$ cat src/rtl/nsv_pkg.sv
// nsv_pkg: shared types, constants and character classes for the
// nucleotide sequence validator; no dependencies
package nsv_pkg;

  localparam int COUNT_BITS_DEF = 32;
  localparam int CFG_DATA_W     = 32;
  localparam int CFG_INDEX_W    = 3;
  localparam logic [31:0] LARGE_LIMIT = 32'd1000000;
  localparam logic [1:0]  PATTERN_MIN = 2'd2;

  typedef enum logic [CFG_INDEX_W-1:0] {
    CFG_AUTO_UPPERCASE   = 3'd0,
    CFG_ALLOW_WHITESPACE = 3'd1,
    CFG_ALLOW_AMBIGUOUS  = 3'd2,
    CFG_MIN_LENGTH       = 3'd3,
    CFG_MAX_LENGTH       = 3'd4
  } cfg_index_t;

  typedef enum logic [1:0] {
    FATAL_NONE          = 2'd0,
    FATAL_EMPTY         = 2'd1,
    FATAL_SHORT_PATTERN = 2'd2,
    FATAL_LOWERCASE     = 2'd3
  } fatal_t;

  typedef struct packed {
    logic        auto_uppercase;
    logic        allow_whitespace;
    logic        allow_ambiguous;
    logic [31:0] min_length;
    logic [31:0] max_length;
  } cfg_t;

  // one classified byte as handed from front to back
  typedef struct packed {
    logic kind;
    logic has_char;
    logic keep;
    logic ambig;
    logic bad;
    logic lower;
    logic last;
  } item_t;

  typedef struct packed {
    logic        is_valid;
    fatal_t      fatal_code;
    logic        too_short;
    logic        too_long;
    logic        invalid_seen;
    logic [31:0] invalid_count;
    logic [31:0] ambiguous_count;
    logic [31:0] cleaned_length;
    logic        ambiguity_warning;
    logic        large_warning;
  } res_t;

  function automatic logic is_nucleotide(input logic [7:0] c);
    is_nucleotide = (c == "A") || (c == "C") || (c == "G") || (c == "T") || (c == "U");
  endfunction

  function automatic logic is_ambiguity(input logic [7:0] c);
    is_ambiguity = (c == "R") || (c == "Y") || (c == "S") || (c == "W") ||
                   (c == "K") || (c == "M") || (c == "B") || (c == "D") ||
                   (c == "H") || (c == "V") || (c == "N");
  endfunction

endpackage

$ cat src/rtl/nsv_in_if.sv
// nsv_in_if: request channel carrying one raw byte per transfer
// no dependencies
interface nsv_in_if;
  logic       valid;
  logic       ready;
  logic       kind;
  logic       has_char;
  logic [7:0] char_byte;
  logic       last;

  modport source(output valid, kind, has_char, char_byte, last, input ready);
  modport sink(input valid, kind, has_char, char_byte, last, output ready);
endinterface

$ cat src/rtl/nsv_out_if.sv
// nsv_out_if: result channel, one request per checked string
// no dependencies
interface nsv_out_if;
  logic        valid;
  logic        ready;
  logic        is_valid;
  logic [1:0]  fatal_code;
  logic        too_short;
  logic        too_long;
  logic        invalid_seen;
  logic [31:0] invalid_count;
  logic [31:0] ambiguous_count;
  logic [31:0] cleaned_length;
  logic        ambiguity_warning;
  logic        large_warning;

  modport source(output valid, is_valid, fatal_code, too_short, too_long, invalid_seen,
                 invalid_count, ambiguous_count, cleaned_length, ambiguity_warning,
                 large_warning, input ready);
  modport sink(input valid, is_valid, fatal_code, too_short, too_long, invalid_seen,
               invalid_count, ambiguous_count, cleaned_length, ambiguity_warning,
               large_warning, output ready);
endinterface

$ cat src/rtl/nsv_front.sv
// nsv_front: accepts raw bytes and classifies them (whitespace, case, class)
// depends on nsv_pkg and nsv_in_if
module nsv_front
  import nsv_pkg::*;
(
  nsv_in_if.sink in_ch,
  input  cfg_t   cfg,
  input  logic   q_full,
  output logic   q_push,
  output item_t  q_item
);

  logic       lower;
  logic       ws;
  logic [7:0] uc;
  logic       nuc;
  logic       amb;

  assign in_ch.ready = !q_full;
  assign q_push      = in_ch.valid && !q_full;

  always_comb begin
    lower = in_ch.has_char && (in_ch.char_byte >= "a") && (in_ch.char_byte <= "z");
    ws    = cfg.allow_whitespace &&
            ((in_ch.char_byte == 8'h20) ||
             ((in_ch.char_byte >= 8'h09) && (in_ch.char_byte <= 8'h0D)));
    uc    = (cfg.auto_uppercase && lower) ? (in_ch.char_byte - 8'h20) : in_ch.char_byte;
    nuc   = is_nucleotide(uc);
    amb   = is_ambiguity(uc);

    q_item.kind     = in_ch.kind;
    q_item.has_char = in_ch.has_char;
    q_item.keep     = in_ch.has_char && !ws;
    q_item.ambig    = in_ch.has_char && !ws && !nuc && amb;
    q_item.bad      = in_ch.has_char && !ws && !nuc && !amb;
    q_item.lower    = lower;
    q_item.last     = in_ch.last;
  end

endmodule

$ cat src/rtl/nsv_fifo.sv
// nsv_fifo: short queue of classified items between front and back
// depends on nsv_pkg
module nsv_fifo
  import nsv_pkg::*;
#(
  parameter int DEPTH = 2
) (
  input  logic  clk,
  input  logic  rst,
  input  logic  push,
  input  item_t wr_item,
  output logic  full,
  input  logic  pop,
  output item_t rd_item,
  output logic  empty
);

  localparam int PW = (DEPTH > 1) ? $clog2(DEPTH) : 1;
  localparam int CW = $clog2(DEPTH + 1);

  item_t          mem [DEPTH];
  logic [PW-1:0]  wr_ptr;
  logic [PW-1:0]  rd_ptr;
  logic [CW-1:0]  count;

  assign full    = (count == CW'(DEPTH));
  assign empty   = (count == '0);
  assign rd_item = mem[rd_ptr];

  always_ff @(posedge clk) begin
    if (push) begin
      mem[wr_ptr] <= wr_item;
    end
  end

  always_ff @(posedge clk) begin
    if (rst) begin
      wr_ptr <= '0;
      rd_ptr <= '0;
      count  <= '0;
    end else begin
      if (push) begin
        wr_ptr <= (wr_ptr == PW'(DEPTH - 1)) ? '0 : wr_ptr + 1'b1;
      end
      if (pop) begin
        rd_ptr <= (rd_ptr == PW'(DEPTH - 1)) ? '0 : rd_ptr + 1'b1;
      end
      case ({push, pop})
        2'b10:   count <= count + 1'b1;
        2'b01:   count <= count - 1'b1;
        default: count <= count;
      endcase
    end
  end

endmodule

$ cat src/rtl/nsv_back.sv
// nsv_back: per-string counters and the result register
// depends on nsv_pkg and nsv_out_if
module nsv_back
  import nsv_pkg::*;
#(
  parameter int COUNT_BITS = COUNT_BITS_DEF
) (
  input  logic   clk,
  input  logic   rst,
  input  cfg_t   cfg,
  input  logic   q_empty,
  input  item_t  q_item,
  output logic   q_pop,
  nsv_out_if.source out_ch
);

  localparam int OW = (COUNT_BITS > 32) ? COUNT_BITS : 32;

  logic                  mid_string;
  logic                  mode_latched;
  logic [1:0]            raw_count;
  logic [COUNT_BITS-1:0] kept_count;
  logic [COUNT_BITS-1:0] bad_count;
  logic [COUNT_BITS-1:0] ambig_count;
  logic                  lower_seen;
  logic                  out_valid;
  res_t                  res;

  logic                  mode_next;
  logic [1:0]            raw_next;
  logic [COUNT_BITS-1:0] kept_next;
  logic [COUNT_BITS-1:0] bad_next;
  logic [COUNT_BITS-1:0] ambig_next;
  logic                  lower_next;
  logic                  out_valid_next;
  res_t                  res_next;
  logic [OW-1:0]         kept_ext;
  logic                  short_f;
  logic                  long_f;

  function automatic logic [COUNT_BITS-1:0] sat_inc(input logic [COUNT_BITS-1:0] v);
    sat_inc = (v == '1) ? v : v + 1'b1;
  endfunction

  function automatic logic [31:0] clip32(input logic [COUNT_BITS-1:0] v);
    logic [OW-1:0] x;
    x = OW'(v);
    clip32 = (x > OW'(32'hFFFF_FFFF)) ? 32'hFFFF_FFFF : x[31:0];
  endfunction

  assign q_pop = !q_empty && (!q_item.last || !out_valid || out_ch.ready);

  always_comb begin
    mode_next  = mid_string ? mode_latched : q_item.kind;
    raw_next   = (q_item.has_char && (raw_count < PATTERN_MIN)) ? raw_count + 1'b1 : raw_count;
    kept_next  = q_item.keep  ? sat_inc(kept_count)  : kept_count;
    bad_next   = q_item.bad   ? sat_inc(bad_count)   : bad_count;
    ambig_next = q_item.ambig ? sat_inc(ambig_count) : ambig_count;
    lower_next = lower_seen || q_item.lower;

    kept_ext = OW'(kept_next);
    short_f  = !mode_next && (kept_ext < OW'(cfg.min_length));
    long_f   = !mode_next && (cfg.max_length != '0) && (kept_ext > OW'(cfg.max_length));

    res_next = '0;
    if (raw_next == 2'd0) begin
      res_next.fatal_code = FATAL_EMPTY;
    end else if (mode_next && (raw_next < PATTERN_MIN)) begin
      res_next.fatal_code = FATAL_SHORT_PATTERN;
    end else if (lower_next && !cfg.auto_uppercase) begin
      res_next.fatal_code = FATAL_LOWERCASE;
    end else begin
      res_next.fatal_code        = FATAL_NONE;
      res_next.is_valid          = !(short_f || long_f || (bad_next != '0) ||
                                     ((ambig_next != '0) && !cfg.allow_ambiguous));
      res_next.too_short         = short_f;
      res_next.too_long          = long_f;
      res_next.invalid_seen      = (bad_next != '0);
      res_next.invalid_count     = clip32(bad_next);
      res_next.ambiguous_count   = clip32(ambig_next);
      res_next.cleaned_length    = clip32(kept_next);
      res_next.ambiguity_warning = cfg.allow_ambiguous && (ambig_next != '0);
      res_next.large_warning     = kept_ext > OW'(LARGE_LIMIT);
    end

    if (q_pop && q_item.last) begin
      out_valid_next = 1'b1;
    end else if (out_ch.ready) begin
      out_valid_next = 1'b0;
    end else begin
      out_valid_next = out_valid;
    end
  end

  always_ff @(posedge clk) begin
    if (rst) begin
      mid_string   <= 1'b0;
      mode_latched <= 1'b0;
      raw_count    <= '0;
      kept_count   <= '0;
      bad_count    <= '0;
      ambig_count  <= '0;
      lower_seen   <= 1'b0;
      out_valid    <= 1'b0;
    end else begin
      out_valid <= out_valid_next;
      if (q_pop) begin
        if (q_item.last) begin
          mid_string   <= 1'b0;
          mode_latched <= 1'b0;
          raw_count    <= '0;
          kept_count   <= '0;
          bad_count    <= '0;
          ambig_count  <= '0;
          lower_seen   <= 1'b0;
        end else begin
          mid_string   <= 1'b1;
          mode_latched <= mode_next;
          raw_count    <= raw_next;
          kept_count   <= kept_next;
          bad_count    <= bad_next;
          ambig_count  <= ambig_next;
          lower_seen   <= lower_next;
        end
      end
    end
  end

  // result payload, loaded only when a string closes
  always_ff @(posedge clk) begin
    if (q_pop && q_item.last) begin
      res <= res_next;
    end
  end

  assign out_ch.valid             = out_valid;
  assign out_ch.is_valid          = res.is_valid;
  assign out_ch.fatal_code        = res.fatal_code;
  assign out_ch.too_short         = res.too_short;
  assign out_ch.too_long          = res.too_long;
  assign out_ch.invalid_seen      = res.invalid_seen;
  assign out_ch.invalid_count     = res.invalid_count;
  assign out_ch.ambiguous_count   = res.ambiguous_count;
  assign out_ch.cleaned_length    = res.cleaned_length;
  assign out_ch.ambiguity_warning = res.ambiguity_warning;
  assign out_ch.large_warning     = res.large_warning;

endmodule

$ cat src/rtl/nucleotide_sequence_validator_top.sv
// nucleotide_sequence_validator_top: top level, configuration registers and
// the front / queue / back chain; depends on nsv_pkg, nsv_in_if, nsv_out_if,
// nsv_front, nsv_fifo and nsv_back
//
// checks a DNA/RNA sequence or a search pattern streamed one byte per request
// on in_ch; kind is taken from the first request of a string and last closes
// it, producing exactly one result request on out_ch. a request with has_char
// low carries no byte. throughput is one byte per clock: in_ch.ready stays high
// as long as the two-entry queue between the classifier and the counter stage
// has room, and a result waiting on out_ch only holds the back end when the
// next string also closes. the closing byte passes the queue entry and then
// the result register before out_ch.valid rises. counters are COUNT_BITS wide
// and saturate; reported counts clip at 32 bits. configuration is written
// through cfg_we / cfg_index / cfg_data and must only change between strings
// once all results are out.
module nucleotide_sequence_validator_top
  import nsv_pkg::*;
#(
  parameter int COUNT_BITS = COUNT_BITS_DEF
) (
  input  logic                   clk,
  input  logic                   rst,
  nsv_in_if.sink                 in_ch,
  nsv_out_if.source              out_ch,
  input  logic                   cfg_we,
  input  logic [CFG_INDEX_W-1:0] cfg_index,
  input  logic [CFG_DATA_W-1:0]  cfg_data
);

  cfg_t  cfg;
  logic  q_push;
  item_t q_wr_item;
  logic  q_full;
  logic  q_pop;
  item_t q_rd_item;
  logic  q_empty;

  // configuration registers, reset to their documented defaults
  always_ff @(posedge clk) begin
    if (rst) begin
      cfg.auto_uppercase   <= 1'b0;
      cfg.allow_whitespace <= 1'b1;
      cfg.allow_ambiguous  <= 1'b1;
      cfg.min_length       <= 32'd1;
      cfg.max_length       <= 32'd0;
    end else if (cfg_we) begin
      case (cfg_index_t'(cfg_index))
        CFG_AUTO_UPPERCASE:   cfg.auto_uppercase   <= cfg_data[0];
        CFG_ALLOW_WHITESPACE: cfg.allow_whitespace <= cfg_data[0];
        CFG_ALLOW_AMBIGUOUS:  cfg.allow_ambiguous  <= cfg_data[0];
        CFG_MIN_LENGTH:       cfg.min_length       <= cfg_data[31:0];
        CFG_MAX_LENGTH:       cfg.max_length       <= cfg_data[31:0];
        default:              cfg.auto_uppercase   <= cfg.auto_uppercase;
      endcase
    end
  end

  // front: accept and classify each byte
  nsv_front u_front (
    .in_ch  (in_ch),
    .cfg    (cfg),
    .q_full (q_full),
    .q_push (q_push),
    .q_item (q_wr_item)
  );

  // decoupling queue
  nsv_fifo #(
    .DEPTH (2)
  ) u_fifo (
    .clk     (clk),
    .rst     (rst),
    .push    (q_push),
    .wr_item (q_wr_item),
    .full    (q_full),
    .pop     (q_pop),
    .rd_item (q_rd_item),
    .empty   (q_empty)
  );

  // back: accumulate per string and register the result
  nsv_back #(
    .COUNT_BITS (COUNT_BITS)
  ) u_back (
    .clk     (clk),
    .rst     (rst),
    .cfg     (cfg),
    .q_empty (q_empty),
    .q_item  (q_rd_item),
    .q_pop   (q_pop),
    .out_ch  (out_ch)
  );

endmodule

$ cat src/flat_wrapper.sv
// flat-port wrapper written by rule: the top's interface ports become plain ports
module nucleotide_sequence_validator_top_flat import nsv_pkg::*;
#(
  parameter int COUNT_BITS = COUNT_BITS_DEF
)
  (clk, rst, cfg_we, cfg_index, cfg_data, in_ch_valid, in_ch_kind, in_ch_has_char, in_ch_char_byte, in_ch_last, in_ch_ready, out_ch_valid, out_ch_is_valid, out_ch_fatal_code, out_ch_too_short, out_ch_too_long, out_ch_invalid_seen, out_ch_invalid_count, out_ch_ambiguous_count, out_ch_cleaned_length, out_ch_ambiguity_warning, out_ch_large_warning, out_ch_ready);
  nsv_in_if in_ch_i ();
  nsv_out_if out_ch_i ();
  input  logic clk;
  input  logic rst;
  input  logic cfg_we;
  input  logic [CFG_INDEX_W-1:0] cfg_index;
  input  logic [CFG_DATA_W-1:0] cfg_data;
  input wire logic [$bits(in_ch_i.valid)-1:0] in_ch_valid;
  input wire logic [$bits(in_ch_i.kind)-1:0] in_ch_kind;
  input wire logic [$bits(in_ch_i.has_char)-1:0] in_ch_has_char;
  input wire logic [$bits(in_ch_i.char_byte)-1:0] in_ch_char_byte;
  input wire logic [$bits(in_ch_i.last)-1:0] in_ch_last;
  output wire logic [$bits(in_ch_i.ready)-1:0] in_ch_ready;
  output wire logic [$bits(out_ch_i.valid)-1:0] out_ch_valid;
  output wire logic [$bits(out_ch_i.is_valid)-1:0] out_ch_is_valid;
  output wire logic [$bits(out_ch_i.fatal_code)-1:0] out_ch_fatal_code;
  output wire logic [$bits(out_ch_i.too_short)-1:0] out_ch_too_short;
  output wire logic [$bits(out_ch_i.too_long)-1:0] out_ch_too_long;
  output wire logic [$bits(out_ch_i.invalid_seen)-1:0] out_ch_invalid_seen;
  output wire logic [$bits(out_ch_i.invalid_count)-1:0] out_ch_invalid_count;
  output wire logic [$bits(out_ch_i.ambiguous_count)-1:0] out_ch_ambiguous_count;
  output wire logic [$bits(out_ch_i.cleaned_length)-1:0] out_ch_cleaned_length;
  output wire logic [$bits(out_ch_i.ambiguity_warning)-1:0] out_ch_ambiguity_warning;
  output wire logic [$bits(out_ch_i.large_warning)-1:0] out_ch_large_warning;
  input wire logic [$bits(out_ch_i.ready)-1:0] out_ch_ready;
  assign in_ch_i.valid = in_ch_valid;
  assign in_ch_i.kind = in_ch_kind;
  assign in_ch_i.has_char = in_ch_has_char;
  assign in_ch_i.char_byte = in_ch_char_byte;
  assign in_ch_i.last = in_ch_last;
  assign in_ch_ready = in_ch_i.ready;
  assign out_ch_valid = out_ch_i.valid;
  assign out_ch_is_valid = out_ch_i.is_valid;
  assign out_ch_fatal_code = out_ch_i.fatal_code;
  assign out_ch_too_short = out_ch_i.too_short;
  assign out_ch_too_long = out_ch_i.too_long;
  assign out_ch_invalid_seen = out_ch_i.invalid_seen;
  assign out_ch_invalid_count = out_ch_i.invalid_count;
  assign out_ch_ambiguous_count = out_ch_i.ambiguous_count;
  assign out_ch_cleaned_length = out_ch_i.cleaned_length;
  assign out_ch_ambiguity_warning = out_ch_i.ambiguity_warning;
  assign out_ch_large_warning = out_ch_i.large_warning;
  assign out_ch_i.ready = out_ch_ready;
  nucleotide_sequence_validator_top #(.COUNT_BITS(COUNT_BITS)) u_core (.clk(clk), .rst(rst), .in_ch(in_ch_i), .out_ch(out_ch_i), .cfg_we(cfg_we), .cfg_index(cfg_index), .cfg_data(cfg_data));
endmodule
$ cat config.mk
export PLATFORM = sky130hd
export DESIGN_NAME = nucleotide_sequence_validator_top_flat
export DESIGN_NICKNAME = d
export VERILOG_FILES = /design/src/rtl/nsv_pkg.sv /design/src/rtl/nsv_in_if.sv /design/src/rtl/nsv_out_if.sv /design/src/rtl/nsv_front.sv /design/src/rtl/nsv_fifo.sv /design/src/rtl/nsv_back.sv /design/src/rtl/nucleotide_sequence_validator_top.sv /design/src/flat_wrapper.sv
export SDC_FILE = /design/constraint.sdc
export NUM_CORES = 1
export LEC_CHECK = 0
export BUFFER_PORTS_ARGS = -buffer_cell sky130_fd_sc_hd__buf_2
export CELL_PAD_IN_SITES_DETAIL_PLACEMENT = 0
export CELL_PAD_IN_SITES_GLOBAL_PLACEMENT = 1
export CORE_MARGIN = 4
export CORE_UTILIZATION = 45
export CTS_CLUSTER_DIAMETER = 150
export CTS_CLUSTER_SIZE = 24
export DETAILED_ROUTE_END_ITERATION = 6
export GPL_TIMING_DRIVEN = 0
export PLACE_DENSITY_LB_ADDON = 0.1
export SLEW_MARGIN = 5
export SYNTH_ARGS = -nofsm -noshare
export SYNTH_HDL_FRONTEND = slang
export SYNTH_SLANG_ARGS = --single-unit
$ cat constraint.sdc
create_clock -name clk -period 12 [get_ports clk]
set_clock_uncertainty 0.2 [all_clocks]
set_input_delay 3 -clock clk [delete_from_list [all_inputs] [get_ports clk]]
set_output_delay 3 -clock clk [all_outputs]
set_load 0.02 [all_outputs]
# After elaboration in Yosys (flattened, before gate mapping)
# Memories as Yosys holds them, arrays and structs flattened. A register that Yosys moved wholly into a read port is not among the register bits.
# Index checks and enable logic that the tools add are counted.
# totals
regBits,277
latch_bits,0
ram_bits,14
romBits,0
inputBits,51
wordCells,171
n_memories,1
# op_classes
addsub,9
multipliers,0
div_mod_pow,0
magnitude_cmp,12
eq_ne,27
shifts,0
mux,30
bitwise,0
reduce_logical,66
# memory_table
memory,depth,word_bits,rd,rd_clocked_by_memory_dff,wr,line_no,text
u_core.u_fifo.mem,2,7,1,1,1,nsv_fifo.sv:21,item_t mem [DEPTH];
# op_table
cell,count
32-bit 2-to-1 mux,12
8-bit by 7-bit equality test with 1-bit output (second input constant),16
32-bit by 1-bit adder with 32-bit output (second input constant),3
32-bit equality test (second input constant),3
32-bit greater-than comparator (second input constant),3
32-bit nonzero test,3
32-bit by 20-bit greater-than comparator with 1-bit output (second input constant),1
32-bit greater-than comparator,1
32-bit < comparator,1
1-bit logical OR,21
1-bit logical AND,20
1-bit 2-to-1 mux,12
1-bit zero test,11
2-bit AND reduction,5
8-bit by 6-bit equality test with 1-bit output (second input constant),1
8-bit by 4-bit >= comparator with 1-bit output (second input constant),1
8-bit by 7-bit >= comparator with 1-bit output (second input constant),1
8-bit by 4-bit less-or-equal comparator with 1-bit output (second input constant),1
8-bit by 7-bit less-or-equal comparator with 1-bit output (second input constant),1
2-bit 2-to-1 mux,4
8-bit 2-to-1 mux,1
8-bit by 6-bit subtractor with 8-bit output (second input constant),1
3-bit by 2-bit equality test with 1-bit output (second input constant),2
2-bit by 1-bit adder with 2-bit output (second input constant),2
12 further kinds,17

# Logic depth before layout (Yosys ltp)
# Gate-level depths: netlist of the first run.
# logic_depth
ltp_word,18
mapped_depth,18
mapped_depth_nobuf,17

# Modules after synthesis
# A second synthesis of the first run with hierarchy kept.
# unflattened
cells_unflattened,1879
area_unflattened_um2,16897.5
# modules_own_cells
module,instances,cells_per_inst,area_per_inst_um2,seq_area_each_um2
nsv_back,1,1521,12971.2,5165.0
nucleotide_sequence_validator_top,1,260,2841.5,1341.3
nsv_fifo,1,44,708.2,520.5
nsv_front,1,54,376.6,0.0

# Worst setup path before layout of the first run
# No wires, ideal clock.
# synth_timing
kind,in2reg
from,input out_ch_ready
to,"register u_core.u_back.res (netlist bit u_core.u_back.out_ch.ambiguity_warning), enable pin"
setup_time_ps,457
arrival_ps,5461
setup_slack_ps,5882
path_stages,4
cell_sequence,nand2b_1 o21ai_0 nand2b_1 inv_1
# synth_via
elab_chain_cells,3
# synth_rtl
element,line_no,text
from (decl),flat_wrapper.sv:31,input wire logic [$bits(out_ch_i.ready)-1:0] out_ch_ready;
1-bit logical OR,nsv_back.sv:51,assign q_pop = !q_empty && (!q_item.last || !out_valid || out_ch.ready);
1-bit logical AND,nsv_back.sv:51,
1-bit logical AND,nsv_back.sv:131,if (q_pop && q_item.last) begin
to (signal assigned),nsv_back.sv:132,res <= res_next;
to (decl),nsv_back.sv:27,res_t res;
# No other way between the ends.
# A chain may end at the register's enable or synchronous reset.

# Worst setup path after layout of the first run
# layout_timing
from,register u_core.u_back.kept_count[0]
to,"register u_core.u_back.res (netlist bit u_core.u_back.out_ch.is_valid), data pin"
# layout_via
elab_chain_cells,9
elab_cells_between_ends,12
classes_between,add/sub: 1; order compare: 2; eq/ne: 1; mux: 2; reduce/logical: 6
# layout_rtl
element,line_no,text
from (decl),nsv_back.sv:22,logic [COUNT_BITS-1:0] kept_count;
from (signal assigned),nsv_back.sv:120,kept_count <= kept_next;
32-bit by 1-bit adder with 32-bit output or 32-bit equality test (tied branches),nsv_back.sv:42,sat_inc = (v == '1) ? v : v + 1'b1;
32-bit 2-to-1 mux,nsv_back.sv:42,
32-bit 2-to-1 mux *,nsv_back.sv:56,kept_next = q_item.keep ? sat_inc(kept_count) : kept_count;
32-bit < comparator or 32-bit greater-than comparator (tied branches),"nsv_back.sv:62, nsv_back.sv:63",
"1-bit logical AND, on equally long branches","nsv_back.sv:62, nsv_back.sv:63",
1-bit logical OR * (3 in a row),nsv_back.sv:74,res_next.is_valid = !(short_f || long_f || (bad_next != '0) ||
1-bit zero test *,nsv_back.sv:74,
# Mark *: on every way between the ends. The rest lies on a longest branch, timed or not.

==> results.py, run 1 <==
metrics = {
    "outcome": {
        "status": "complete, no violations",
    },
    "drt": {
        "vias": 14200,
        "ant_nets": 0,
        "viasPerCell": 5.55,
        "wl_mm": 49.0,
        "dr_wl_met2_mm": 23.6,
        "drtIter0Drc": 922,
        "wl_per_cell_microns": 19.2,
        "top_layer": "met5",
        "drcViolationCount": 0,
        "wl_met3_mm": 2.38,
        "met1_length_mm": 21.6,
        "firstDrtPassIters": 6,
    },
    "sta": {
        "fin_crit_ns": 5.73,
        "fmax_mhz": 174,
        "drv_slew": 0,
        "final.setup.tns_ns": 0,
        "finalHoldViolCount": 0,
        "finalCritPeriodShare": 0.478,
        "slew_headroom": 0.226,
        "rsz0062_at_grt": "false",
        "setup_viol": 0,
        "tightest_slew_ns": 1.13,
    },
    "critical_path": {
        "r2r-start": "u_core.u_back.kept_count[0]",
        "path_class": "reg -> reg",
        "crit_path_start": "u_core.u_back.kept_count[0]",
        "rr_worst_depth": 17,
        "end_kind": "flop",
        "critPathMaxStageDelay_ns": 0.73,
        "rrSetupSlack_ns": 6.27,
        "required_ns": 12.10,
        "crit_top_cell": "nand3_1",
        "crit_chain": "ha_1, nand3_1, or3_1, a211oi_2, and2_0, nand3_1, xor2_1, inv_1, ha_1, nand4_1, nor2_1, nand3_1, o311ai_0, a21oi_1, a211oi_1, nor2_1, o2111a_1",
        "r2r_end": "u_core.u_back.out_ch.is_valid",
        "start_kind": "flop",
        "cp_max_fo": 7,
        "endpoint": "u_core.u_back.out_ch.is_valid",
        "cp_slowest_cell": "a211oi_1",
        "worst_ep_arrival_time_ns": 5.83,
    },
    "power": {
        "seqPwrFrac": 0.441,
        "power.share.clock": 0.222,
        "max-vdd-ir-drop_mv": 0.119,
        "power.switching_w": 0.00109,
        "combPwrFrac": 0.337,
        "powerDensity_nw_per_um2": 154,
        "intPower_w": 0.00166,
        "switching_share": 0.397,
        "power.leakage_nw": 6.64,
    },
    "floorplan": {
        "die_w_microns": 197,
        "core_area_sq_um": 34900,
        "die_area_sq_um": 38800,
        "io_pins": 157,
        "num_rows": 68,
        "die_height_microns": 197,
        "initial_core_util": 0.461,
    },
    "yosys": {
        "avgSynthCellArea_sq_um": 8.37,
        "async_reset_ff_frac": 0,
        "synth_edf_count": 118,
        "syn-num-nets": 2040,
        "ys_warn_count": 0,
        "yosys.cell_types.count": 74,
        "netlist_instances": 1920,
        "synth_area_sq_um": 16100,
        "ys_ff_latch": 292,
        "synth-seq-area-share": 0.437,
        "ys.flop_type": "dfxtp_1",
    },
    "clocking": {
        "hold_buffers": 0,
        "cts_resized": 0,
        "cts_tree": "done",
        "clk_pin_slew_ns": 0.11,
        "numClockSinks": 292,
        "cts_max_level": 1,
        "cts.path.max_buffers": 3,
        "insertion_delay_ns": 0.53,
        "cts_buffers": 16,
        "cts_root_buffer": "clkbuf_16",
        "post_cts_buffers": 0,
    },
    "placement": {
        "dp_hpwl_mm": 37.3,
        "dpl.cell_count": 2530,
        "portBuffers": 154,
        "gp_congestion": 0.903,
        "post_dp_cell_area_sq_um": 17400,
    },
    "min_path": {
        "hp-class": "reg -> reg",
    },
    "global_routing": {
        "grt_max_degree": 75,
        "antenna_found_initial": 1,
        "gr-total-overflow": 0,
        "grt_pass1_vias": 13300,
        "grt_pass1_wl_mm": 75.0,
        "track_usage": 0.244,
    },
    "cells_and_area": {
        "layout_common_cells": "nor2_1 (268), nand2_1 (249), buf_2 (178)",
        "fillers": 3518,
        "diodes": 0,
        "final_layout_size_suffix_gt1_frac": 0.110,
        "fin_cells": 2556,
        "syn2layout_area_growth_pct": 11.5,
        "final_common_cell": "nor2_1",
        "nNetsFinal": 2213,
        "finish.instance_area_sq_um": 17900,
    },
    "flow_run": {
        "maxCapViolations": 0,
    },
}
per-layer routing:
metal	vias to the layer above	global-route usage
li1	7049	-
met3	76	0.0285
met4	2	0.0699
met5	-	0
met1	6692	0.326
met2	369	0.419
power by group through the flow:
stage          Clock [W]  Combinational (W)  Sequential [W]
5_1_grt         0.000653            0.00101         0.00122
3_5_place_dp           0           0.000929         0.00124
2_1_floorplan          0           0.000431         0.00136
3_3_place_gp           0           0.000910         0.00125
4_1_cts         0.000623           0.000933         0.00122
6_report        0.000610           0.000927         0.00121
sequential cells by signal, indices dropped and copies added, names as in the netlist, 2 cells and up, named ones only:
name,count
u_core.cfg,67
u_core.u_back.ambig_count,32
u_core.u_back.bad_count,32
u_core.u_back.kept_count,32
u_core.u_back.out_ch.ambiguous_count,32
u_core.u_back.out_ch.cleaned_length,32
u_core.u_back.out_ch.invalid_count,32
u_core.u_fifo.mem,14
u_core.u_back.out_ch.fatal_code,2
u_core.u_back.raw_count,2
u_core.u_fifo.count,2
through the flow:
stage,total power [W],setup slack (ns),utilization,hold slack (ns)
final,0.00275,6.27,0.513,0.259
after global routing,0.00288,5.89,0.513,0.293
after global placement,0.00216,4.63,0.499,0.243
after detailed placement,0.00217,6.12,0.500,0.248
after floorplan,0.00179,5.88,-,0.236
after CTS,0.00277,6.34,0.513,0.262
layout make-up:
type	count	area, sq um	share of cell area
Tap cell	455	569	0.0318
Sequential cell	292	7030	0.392
Timing Repair Buffer	155	798	0.0446
Clock buffer	25	455	0.0254
Inverter	96	363	0.0203
Buffer	129	537	0.0300
Multi-Input combinational cell	1403	8140	0.455
Clock inverter	1	20.0	0.00112
cell families (layout without fill, tap and decap cells):
| group | Yosys count | in the layout | synth area share |
|---|---|---|---|
| compound gates | 347 | 347 | 0.131 |
| xor+xnor | 99 | 99 | 0.0544 |
| fa+ha+maj | 70 | 70 | 0.0544 |
| buf+inv | 225 | 406 | 0.0558 |
| flops | 292 | 292 | 0.437 |
| mux | 15 | 15 | 0.00989 |
| simple gates | 872 | 872 | 0.257 |
synth_stat cells, types with 4 or more instances:
cell type | number | area [sq um]
a311oi_1 | 4 | 35.0
or3_1 | 9 | 56.3
xnor2_1 | 60 | 526
edfxtp_1 | 118 | 3540
or4_1 | 6 | 45.0
a211oi_1 | 7 | 52.6
o22ai_1 | 4 | 25.0
nor3_1 | 58 | 290
nand2_1 | 249 | 935
mux2i_1 | 8 | 80.1
and4_1 | 16 | 140
dfxtp_1 | 174 | 3480
clkbuf_1 | 97 | 364
o2111ai_1 | 4 | 35.0
and2_1 | 8 | 50.1
a21oi_1 | 152 | 761
or2_2 | 4 | 25.0
buf_2 | 24 | 120
a31oi_1 | 34 | 213
o31ai_1 | 9 | 67.6
a21o_1 | 15 | 113
nor4_1 | 29 | 181
nor2_1 | 268 | 1010
o21a_1 | 6 | 45.0
nand4_1 | 44 | 275
a22oi_1 | 19 | 143
nand2b_1 | 9 | 56.3
ha_1 | 69 | 863
nand3b_1 | 8 | 60.1
and3_1 | 35 | 219
xor2_1 | 38 | 333
a221oi_1 | 4 | 35.0
nand3_1 | 79 | 395
o21ai_0 | 60 | 300
buf_4 | 4 | 30.0
nor2b_1 | 27 | 169
inv_1 | 96 | 360
mux2_2 | 7 | 78.8
worst max-delay path, delay by kind of cell (launching register included):
kind	cells	cell delay (ns)
buffers and inverters	1	0.15
AND/OR/NAND/NOR	8	1.72
AO/OA/AOI/OAI	5	2.05
adder cells (fa/ha/maj)	2	0.60
flip-flops	1	0.48
XOR/XNOR	1	0.29
worst min-delay path by stage:
| stage | start | end | slack, ns | cells after the start |
|---|---|---|---|---|
| final | u_core.cfg[55] | u_core.cfg[55] | 0.26 | 2 |
| after global placement | u_core.cfg[46] | u_core.cfg[46] | 0.24 | 2 |
| after floorplan | u_core.cfg[32] | u_core.cfg[32] | 0.24 | 2 |
| after CTS | u_core.cfg[49] | u_core.cfg[49] | 0.26 | 2 |
| after detailed placement | u_core.cfg[49] | u_core.cfg[49] | 0.25 | 2 |
| after global routing | u_core.cfg[39] | u_core.cfg[39] | 0.29 | 2 |
Note: power is estimated with default switching activity, not from simulation.
==> run 2: changes to the inputs <==
- clock period: 12 -> 5.8 ns (I/O delays scaled with it)
==> run 2 against run 1 <==
Wire length hardly changed. Core utilization hardly changed. Register-to-register slack worse by 5.9 ns. First-iteration DRC count is 2.6% higher. Clock-buffer cell count stayed put. Worst hold slack hardly changed. Global-route usage stayed put. Via count is 0.20% lower. Critical path depth stayed put. Cell area hardly changed. Non-clock buffer count stayed put. Highest routed layer unchanged.
==> results.py, run 2 (synthesis results as in run 1) <==
metrics = {
    "critical_path": {
        "start_kind": "flop",
        "crit_top_cell": "nand3_1",
        "required_ns": 5.90,
        "crit_chain": "ha_1, nand3_1, or3_1, a211oi_4, and2_0, nand3_1, xor2_1, inv_1, ha_1, nand4_1, nor2_1, nand3_1, o311ai_0, a21oi_1, a211oi_2, nor2_1, o2111a_1",
        "cpLargestDelayFamily": "simple AND/OR/NAND/NOR gates",
        "critPathMaxStageDelay_ns": 0.52,
        "cp_slowest_cell": "or3_1",
        "cp_max_fo": 7,
        "path_class": "reg -> reg",
        "end_kind": "flop",
        "worst_ep_arrival_time_ns": 5.50,
        "crit_buf_inv": 1,
    },
    "sta": {
        "fin_ws_ns": 0.400,
        "rsz0062_at_grt": "false",
        "slew_headroom": 0.224,
        "finalCritPeriodShare": 0.931,
        "tightest_slew_ns": 1.13,
        "fin_crit_ns": 5.40,
        "setup_viol": 0,
        "fmax_mhz": 185,
        "drv_slew": 0,
        "finalHoldViolCount": 0,
    },
    "cells_and_area": {
        "fin_util": 0.514,
        "diodes": 0,
        "final_layout_size_suffix_gt1_frac": 0.111,
        "nNetsFinal": 2213,
        "largest_register_ffs": 67,
        "syn2layout_area_growth_pct": 11.6,
        "largest-register": "u_core.cfg",
        "final_common_cell": "nor2_1",
        "layout_common_cells": "nor2_1 (268), nand2_1 (249), buf_2 (178)",
        "fillers": 3517,
    },
    "floorplan": {
        "core_area_sq_um": 34900,
        "die_area_sq_um": 38800,
        "num_rows": 68,
        "initial_core_util": 0.461,
        "io_pins": 157,
        "die_w_microns": 197,
        "die_height_microns": 197,
    },
    "placement": {
        "dp_hpwl_mm": 37.3,
        "portBuffers": 154,
        "gp_congestion": 0.903,
        "place_ws_ns": 0.173,
    },
    "outcome": {
        "status": "complete, no violations",
    },
    "power": {
        "powerDensity_nw_per_um2": 318,
        "seqPwrFrac": 0.440,
        "power.leakage_nw": 6.65,
        "power.share.clock": 0.222,
        "switching_share": 0.397,
        "power.switching_w": 0.00226,
        "intPower_w": 0.00343,
        "max-vdd-ir-drop_mv": 0.247,
        "combPwrFrac": 0.338,
    },
    "clocking": {
        "cts_tree": "done",
        "cts_buffers": 16,
        "clk_pin_slew_ns": 0.11,
        "cts_root_buffer": "clkbuf_16",
        "post_cts_buffers": 0,
        "cts.path.max_buffers": 3,
        "insertion_delay_ns": 0.53,
        "numClockSinks": 292,
        "cts_max_level": 1,
    },
    "flow_run": {
        "maxCapViolations": 0,
    },
    "drt": {
        "ant_nets": 0,
        "firstDrtPassIters": 7,
        "wl_per_cell_microns": 19.2,
        "vias": 14200,
        "drtIter0Drc": 946,
        "wl_mm": 49.0,
        "viasPerCell": 5.54,
        "drcViolationCount": 0,
    },
    "global_routing": {
        "grt_pass1_vias": 13300,
        "grt_max_degree": 75,
        "gr-total-overflow": 0,
        "antenna_found_initial": 1,
        "grt_pass1_wl_mm": 75.0,
        "track_usage": 0.244,
    },
    "min_path": {
        "hp-class": "reg -> reg",
    },
}
run 2: through the flow:
step / setup TNS, ns / std cells / total power [W] / hold slack, ns / cell area, sq um
final: 0 / 2556 / 0.00570 / 0.259 / 17900
after global routing: 0 / 2556 / 0.00597 / 0.293 / 17900
after CTS: 0 / 2556 / 0.00573 / 0.262 / 17900
after detailed placement: 0 / 2530 / 0.00448 / 0.248 / 17400
after global placement: -0.627 / 2529 / 0.00447 / 0.243 / 17400
after floorplan: 0 / 1920 / 0.00370 / 0.236 / 16100
run 2: worst paths after layout:
check                                   start                            end  slack [ns]  cells past startpoint
hold reg to reg                u_core.cfg[55]                 u_core.cfg[55]        0.26                      2
hold / removal                 u_core.cfg[55]                 u_core.cfg[55]        0.26                      2
setup reg to reg  u_core.u_back.kept_count[0]  u_core.u_back.out_ch.is_valid        0.40                     17
setup / recovery  u_core.u_back.kept_count[0]  u_core.u_back.out_ch.is_valid        0.40                     17
run 2: cell type report:
cell class	count	area (sq um)	share of cell area
multi-input combinational	1403	8150	0.455
sequential	292	7030	0.392
timing repair buffer	155	798	0.0445
tap	455	569	0.0318
buffer	129	537	0.0299
clock buffer	25	455	0.0254
inverter	96	363	0.0202
clock inverter	1	20.0	0.00112
run 2: routing by layer:
layer,GRT usage,wire [microns]
met1,0.326,21600
met4,0.0699,1510
met5,0,13
met2,0.419,23700
met3,0.0285,2250
run 2: repair_timing:
item / CTS / global route
hold buffers: 0 / 0
endpoints found under the setup margin: 0 / 2
gates resized for setup: 0 / 2
run 2: power by group through the flow:
stage | clock [W] | sequential [W] | combinational [W]
2_1_floorplan | 0 | 0.00281 | 0.000891
3_3_place_gp | 0 | 0.00259 | 0.00188
3_5_place_dp | 0 | 0.00256 | 0.00192
4_1_cts | 0.00129 | 0.00251 | 0.00193
5_1_grt | 0.00135 | 0.00253 | 0.00208
6_report | 0.00126 | 0.00251 | 0.00193
run 2: worst register-to-register path: stages (launching register included):
cell	delay [ns]
dfxtp_1	0.48
ha_1	0.27
nand3_1	0.20
or3_1	0.52
a211oi_4	0.43
and2_0	0.39
nand3_1	0.14
xor2_1	0.28
inv_1	0.14
ha_1	0.34
nand4_1	0.11
nor2_1	0.14
nand3_1	0.13
o311ai_0	0.52
a21oi_1	0.10
a211oi_2	0.49
nor2_1	0.10
o2111a_1	0.17
